<file path="src/rtl/core/ccpb_pkg.sv">
// Shared types and constants for the constant-color pixel blend.
// Used by ccpb_cfg_regs, ccpb_blend and constant_color_pixel_blend.
`timescale 1ns / 1ps

package ccpb_pkg;

    localparam int PIXEL_W   = 24;
    localparam int CHAN_W    = 8;
    localparam int CFG_IDX_W = 3;
    localparam int CFG_DAT_W = 8;

    typedef enum logic
    {
        FMT_RGB565 = 1'b0,
        FMT_RGB888 = 1'b1
    } pix_fmt_t;

    typedef enum logic [CFG_IDX_W-1:0]
    {
        REG_COLOR_RED   = 3'd0,
        REG_COLOR_GREEN = 3'd1,
        REG_COLOR_BLUE  = 3'd2,
        REG_COLOR_ALPHA = 3'd3,
        REG_PIXEL_FMT   = 3'd4
    } cfg_idx_t;

    typedef struct packed
    {
        logic [CHAN_W-1:0] red;
        logic [CHAN_W-1:0] green;
        logic [CHAN_W-1:0] blue;
        logic [CHAN_W-1:0] alpha;
        pix_fmt_t          fmt;
    } blend_cfg_t;

    localparam logic [CHAN_W-1:0] RST_RED   = 8'd255;
    localparam logic [CHAN_W-1:0] RST_GREEN = 8'd32;
    localparam logic [CHAN_W-1:0] RST_BLUE  = 8'd32;
    localparam logic [CHAN_W-1:0] RST_ALPHA = 8'd40;

endpackage

</file>
<file path="src/rtl/core/ccpb_cfg_regs.sv">
// Configuration register file: overlay color, alpha and pixel format.
// Depends on ccpb_pkg.
`timescale 1ns / 1ps

module ccpb_cfg_regs
(
    input  logic                             clk,
    input  logic                             rst_n,
    input  logic                             cfg_valid,
    output logic                             cfg_ready,
    input  logic [ccpb_pkg::CFG_IDX_W-1:0]   cfg_index,
    input  logic [ccpb_pkg::CFG_DAT_W-1:0]   cfg_data,
    output ccpb_pkg::blend_cfg_t             cfg
);
    import ccpb_pkg::*;

    blend_cfg_t cfg_reg;
    blend_cfg_t cfg_next;

    assign cfg_ready = 1'b1;
    assign cfg       = cfg_reg;

    always_comb
    begin
        cfg_next = cfg_reg;
        if (cfg_valid)
        begin
            case (cfg_index)
                REG_COLOR_RED:   cfg_next.red   = cfg_data;
                REG_COLOR_GREEN: cfg_next.green = cfg_data;
                REG_COLOR_BLUE:  cfg_next.blue  = cfg_data;
                REG_COLOR_ALPHA: cfg_next.alpha = cfg_data;
                REG_PIXEL_FMT:   cfg_next.fmt   = pix_fmt_t'(cfg_data[0]);
                default:         cfg_next       = cfg_reg;
            endcase
        end
    end

    always_ff @(posedge clk or negedge rst_n)
    begin
        if (!rst_n)
        begin
            cfg_reg.red   <= RST_RED;
            cfg_reg.green <= RST_GREEN;
            cfg_reg.blue  <= RST_BLUE;
            cfg_reg.alpha <= RST_ALPHA;
            cfg_reg.fmt   <= FMT_RGB565;
        end
        else
        begin
            cfg_reg <= cfg_next;
        end
    end

endmodule

</file>
<file path="src/rtl/core/ccpb_blend.sv">
// Combinational blend datapath: unpack, three channel mixers, repack.
// Depends on ccpb_pkg.
`timescale 1ns / 1ps

module ccpb_blend
(
    input  ccpb_pkg::blend_cfg_t              cfg,
    input  logic [ccpb_pkg::PIXEL_W-1:0]      pixel,
    output logic [ccpb_pkg::PIXEL_W-1:0]      result
);
    import ccpb_pkg::*;

    // (src*a + dst*(255-a) + 127) / 255; sum stays below 65535, so
    // x/255 == (x + 1 + (x >> 8)) >> 8 holds exactly.
    function automatic logic [CHAN_W-1:0] mix8(input logic [CHAN_W-1:0] dst,
                                               input logic [CHAN_W-1:0] src,
                                               input logic [CHAN_W-1:0] a);
        logic [CHAN_W-1:0]   inv;
        logic [2*CHAN_W-1:0] acc;
        logic [2*CHAN_W-1:0] adj;
        begin
            inv = 8'hFF - a;
            acc = (16'(src) * 16'(a)) + (16'(dst) * 16'(inv)) + 16'd127;
            adj = acc + 16'd1 + {8'd0, acc[15:8]};
            mix8 = adj[15:8];
        end
    endfunction

    logic [CHAN_W-1:0] dst_r;
    logic [CHAN_W-1:0] dst_g;
    logic [CHAN_W-1:0] dst_b;
    logic [CHAN_W-1:0] mix_r;
    logic [CHAN_W-1:0] mix_g;
    logic [CHAN_W-1:0] mix_b;

    always_comb
    begin
        if (cfg.fmt == FMT_RGB565)
        begin
            dst_r = {pixel[15:11], pixel[15:13]};
            dst_g = {pixel[10:5], pixel[10:9]};
            dst_b = {pixel[4:0], pixel[4:2]};
        end
        else
        begin
            dst_r = pixel[7:0];
            dst_g = pixel[15:8];
            dst_b = pixel[23:16];
        end
    end

    assign mix_r = mix8(dst_r, cfg.red,   cfg.alpha);
    assign mix_g = mix8(dst_g, cfg.green, cfg.alpha);
    assign mix_b = mix8(dst_b, cfg.blue,  cfg.alpha);

    always_comb
    begin
        if (cfg.fmt == FMT_RGB565)
            result = {8'd0, mix_r[7:3], mix_g[7:2], mix_b[7:3]};
        else
            result = {mix_b, mix_g, mix_r};
    end

endmodule

</file>
<file path="src/rtl/core/constant_color_pixel_blend.sv">
// Top level of the constant-color pixel blend: input register, blend, result register.
// Depends on ccpb_pkg, ccpb_cfg_regs and ccpb_blend.
//
//  channel | signals                                  | direction
//  --------+------------------------------------------+----------
//  in      | in_valid, in_ready, pixel_in[23:0]        | sink
//  out     | out_valid, out_ready, pixel_out[23:0]     | source
//  cfg     | cfg_valid, cfg_ready, cfg_index, cfg_data | sink
//
// One word per clock while out_ready is high; out_valid is the result register's flag.
// The input register and result register form a two-stage pipeline; the blend
// (two 8x8 multiplies and a divide-by-255 add per channel) sits between them.
// A stalled out_ready holds the result register and backs up into the input register.
// Reset clears the valid flags and loads the color registers with their defaults.
`timescale 1ns / 1ps

module constant_color_pixel_blend
(
    input  logic                             clk,
    input  logic                             rst_n,
    input  logic                             in_valid,
    output logic                             in_ready,
    input  logic [ccpb_pkg::PIXEL_W-1:0]     pixel_in,
    output logic                             out_valid,
    input  logic                             out_ready,
    output logic [ccpb_pkg::PIXEL_W-1:0]     pixel_out,
    input  logic                             cfg_valid,
    output logic                             cfg_ready,
    input  logic [ccpb_pkg::CFG_IDX_W-1:0]   cfg_index,
    input  logic [ccpb_pkg::CFG_DAT_W-1:0]   cfg_data
);
    import ccpb_pkg::*;

    blend_cfg_t         cfg;
    logic [PIXEL_W-1:0] pixel_reg;
    logic               stage_valid_reg;
    logic [PIXEL_W-1:0] result_reg;
    logic               result_valid_reg;
    logic [PIXEL_W-1:0] blend_out;
    logic               result_load;

    ccpb_cfg_regs u_cfg_regs
    (
        .clk       (clk),
        .rst_n     (rst_n),
        .cfg_valid (cfg_valid),
        .cfg_ready (cfg_ready),
        .cfg_index (cfg_index),
        .cfg_data  (cfg_data),
        .cfg       (cfg)
    );

    ccpb_blend u_blend
    (
        .cfg    (cfg),
        .pixel  (pixel_reg),
        .result (blend_out)
    );

    assign result_load = !result_valid_reg || out_ready;
    assign in_ready    = !stage_valid_reg || result_load;
    assign out_valid   = result_valid_reg;
    assign pixel_out   = result_reg;

    always_ff @(posedge clk or negedge rst_n)
    begin
        if (!rst_n)
        begin
            stage_valid_reg  <= 1'b0;
            result_valid_reg <= 1'b0;
        end
        else
        begin
            if (in_ready)
                stage_valid_reg <= in_valid;
            if (result_load)
                result_valid_reg <= stage_valid_reg;
        end
    end

    always_ff @(posedge clk)
    begin
        if (in_ready && in_valid)
            pixel_reg <= pixel_in;
        if (result_load && stage_valid_reg)
            result_reg <= blend_out;
    end

endmodule

</file>
<file path="config.mk">
export PLATFORM = sky130hd
export DESIGN_NAME = constant_color_pixel_blend
export DESIGN_NICKNAME = d
export VERILOG_FILES = /design/src/rtl/core/ccpb_pkg.sv /design/src/rtl/core/ccpb_cfg_regs.sv /design/src/rtl/core/ccpb_blend.sv /design/src/rtl/core/constant_color_pixel_blend.sv
export SDC_FILE = /design/constraint.sdc
export NUM_CORES = 1
export LEC_CHECK = 0
export BUFFER_PORTS_ARGS = -buffer_cell sky130_fd_sc_hd__buf_4
export CORE_MARGIN = 3
export CORE_UTILIZATION = 60
export CTS_BUF_LIST = sky130_fd_sc_hd__clkbuf_4 sky130_fd_sc_hd__clkbuf_8
export DETAILED_ROUTE_END_ITERATION = 6
export PLACE_DENSITY = 0.78
export SKIP_LAST_GASP = 1
export SYNTH_ARGS = -nofsm -noshare
export SYNTH_HDL_FRONTEND = slang
export SYNTH_SLANG_ARGS = --single-unit
</file>
<file path="constraint.sdc">
create_clock -name clk -period 11.35 [get_ports clk]
set_input_delay 2.27 -clock clk [delete_from_list [all_inputs] [get_ports clk]]
set_output_delay 2.27 -clock clk [all_outputs]
set_load 0.02 [all_outputs]
</file>
==> results.cfg <==
[flow_run]
max_cap_viol_count = 0

[floorplan]
die_w_um = 177
core_um2 = 28300
die_h_um = 177
pin_count = 67
design.die.area_um2 = 31300
initial_core_util_pct = 62.0
rows = 61

[worst_hold_path]
hold_path_depth = 1
min_to = out_valid
hp-class = reg2reg
min_from = stage_valid_reg

[timing]
timing.final.crit_period_ns = 8.99
finalHoldViolCount = 0
slew_violations = 0
slew_headroom_pct = 28.7
setup_viol = 0
fin_crit_sh_pct = 79.2
fin_setup_tns_ns = 0
rsz0062_at_grt = false
tightest_slew_ns = 1.07
skew_ns = 0.0210
max_freq_ghz = 0.111

[layout]
fillerInstances = 2235
synthToLayoutAreaGrowth_pct = 5.69
n_antenna_cell = 0
largest_reg_flops = 33
nNetsFinal = 2397
drive_gt1_share_pct = 12.3

[worst_setup_path]
cp_max_fo = 20
timing.rr.end = pixel_out[8]
crit_path_top_delay_cell = dfrtp_1
crit_type = reg2reg
required_ns = 11.46
start_kind = flip-flop
arrival_ns = 9.10
rrSetupSlack_ns = 2.36
crit_top_cell = fa_1
slowest_delay_ns = 0.94
worst_r2r_startpoint = u_cfg_regs.cfg[0]
end_kind = flip-flop
r2r_cells = 29

[drt]
final_antenna_net_count = 0
drc = 0
drt_wl_total_um = 39200
vias = 12500
drt_iter0_drc = 802
via_per_inst = 5.59
wl_per_cell_um = 17.5
dr.pass1.iters = 7

[global_routing]
antenna_found_initial = 0
grtUsageTotal_pct = 26.6
grtUsageMet2_pct = 43.4
grt_pass1_vias = 13500
top_usage_layer = met2
grt_max_degree = 50
globalRouteMet3Util_pct = 6.05
use_met1_pct = 37.1
overflow = 0
grt_pass1_wl_um = 66600

[synthesis]
synthXorXnorAreaFrac_pct = 3.53
synthFlopType = edfxtp_1
synth-async-reset-ratio_pct = 42.2
yosys_warnings = 0
synth-simple-area-share_pct = 15.1
synth_area_um2 = 17500
synthCells = 1836
synth_mux_area_share_pct = 3.66
yosysUniqueCellTypes = 65
synth-seq-cells = 83
synth_top_family_by_area = adder cells
synth_edf_count = 48
post_synth_fa_ha_maj_area_fraction_pct = 48.7
avgSynthCellArea_um2 = 9.55
synth-compound-area-share_pct = 6.06
synth-seq-area-share_pct = 13.3
syn-num-nets = 2373

[clock_network]
clock-sinks = 83
worstSkewPairLatency_ns = 0.40
cts_buffers = 9
cts_root_buf = clkbuf_8
clk_path_buf_depth = 2
post_cts_resized = 0
clk_pin_slew_ns = 0.11
cts_hold_buf = 0
cts_tree = done
postCtsSetupBuffers = 0
htreeDepth = 3

[placed_design]
io_buffers = 65
gp_routability_congestion = 0.916
place_hpwl_um = 31400

[status]
status = completed
Yosys cell counts (all sizes together) (6+ instances only):
| cell type | n | area, um2 |
|---|---|---|
| dfrtp | 23 | 576 |
| a21oi | 46 | 241 |
| o21ai | 20 | 104 |
| and2 | 103 | 644 |
| a211o | 7 | 61.3 |
| xor2 | 14 | 123 |
| or2 | 86 | 538 |
| nor2 | 140 | 526 |
| fa | 309 | 6190 |
| nand2b | 6 | 37.5 |
| mux2i | 27 | 270 |
| clkbuf | 55 | 206 |
| ha | 188 | 2350 |
| o21a | 8 | 60.1 |
| inv | 392 | 1470 |
| edfxtp | 48 | 1440 |
| and3 | 8 | 50.1 |
| o211ai | 7 | 52.6 |
| a21o | 29 | 218 |
| mux2 | 33 | 372 |
| dfstp | 12 | 315 |
| nand2 | 124 | 465 |
| nand3 | 13 | 65.1 |
| xnor2 | 49 | 429 |
| nor2b | 11 | 68.8 |
| nor3 | 10 | 50.1 |
area by class of cell:
type / count / area, um2 / area share (%)
clock buffers: 9 / 124 / 0.668
clock inverters: 7 / 81.3 / 0.439
inverters: 392 / 1470 / 7.94
multi-input cells: 1301 / 13500 / 72.9
flip-flops and latches: 83 / 2330 / 12.6
well taps: 378 / 473 / 2.55
repair buffers: 73 / 548 / 2.96
worst max path at each step:
stage                      start           end  slack, ns  cells after the start
2_1_floorplan  u_cfg_regs.cfg[0]  pixel_out[4]       3.04                     30
3_3_place_gp   u_cfg_regs.cfg[0]  pixel_out[3]       2.60                     27
3_5_place_dp   u_cfg_regs.cfg[0]  pixel_out[3]       2.43                     27
4_1_cts        u_cfg_regs.cfg[0]  pixel_out[3]       2.39                     27
5_1_grt        u_cfg_regs.cfg[0]  pixel_out[3]       1.77                     28
6_report       u_cfg_regs.cfg[0]  pixel_out[8]       2.36                     29
metrics by stage:
stage | cells | hold slack (ns) | utilization (%) | setup slack [ns] | area [um2]
CTS | 2243 | 0.503 | 65.5 | 2.39 | 18500
global route | 2243 | 0.516 | 65.5 | 1.77 | 18500
floorplan | 1836 | 0.449 | - | 3.04 | 17500
global placement | 2227 | 0.465 | 64.8 | 2.60 | 18300
detailed placement | 2227 | 0.483 | 64.8 | 2.43 | 18300
finish | 2243 | 0.497 | 65.5 | 2.36 | 18500
worst max-delay path, delay by kind of cell, from the launching register on:
kind	cells	cell delay (ns)
flip-flops	1	0.94
adder cells (fa/ha/maj)	8	3.69
multiplexers	1	0.79
buffers and inverters	5	0.59
AND/OR/NAND/NOR	2	0.27
AO/OA/AOI/OAI	11	1.95
XOR/XNOR	2	0.47
logic make-up after synthesis:
logic type      after synthesis
compound gates              150
xor+xnor                     66
fa+ha+maj                   497
buf+inv                     452
flops                        83
mux                          60
other cells                   1
simple gates                527
per-layer routing:
metal / routed length, um / share of wire (%)
met2: 18400 / 47
met1: 16600 / 42
met4: 743 / 1.9
met5: 0 / 0
met3: 3370 / 8.6
cells in the final DEF, fill, tap and decap left out, types with 6 or more instances in the layout:
| master | instances |
|---|---|
| inv_1 | 392 |
| fa_1 | 309 |
| ha_1 | 188 |
| nor2_1 | 140 |
| nand2_1 | 124 |
| and2_1 | 103 |
| or2_2 | 86 |
| buf_4 | 73 |
| xnor2_1 | 49 |
| edfxtp_1 | 48 |
| a21oi_1 | 45 |
| mux2_2 | 33 |
| a21o_1 | 29 |
| mux2i_1 | 27 |
| dfrtp_1 | 22 |
| o21ai_0 | 18 |
| xor2_1 | 14 |
| nand3_1 | 13 |
| dfstp_2 | 12 |
| nor2b_1 | 11 |
| nor3_1 | 10 |
| clkbuf_8 | 9 |
| o21a_1 | 8 |
| and3_1 | 8 |
| a211o_1 | 7 |
| o211ai_1 | 7 |
| nand2b_1 | 6 |
Power is left out: the tool's default activity adds up to more than one toggle a clock period on the data nets, which glitch-free logic cannot reach.
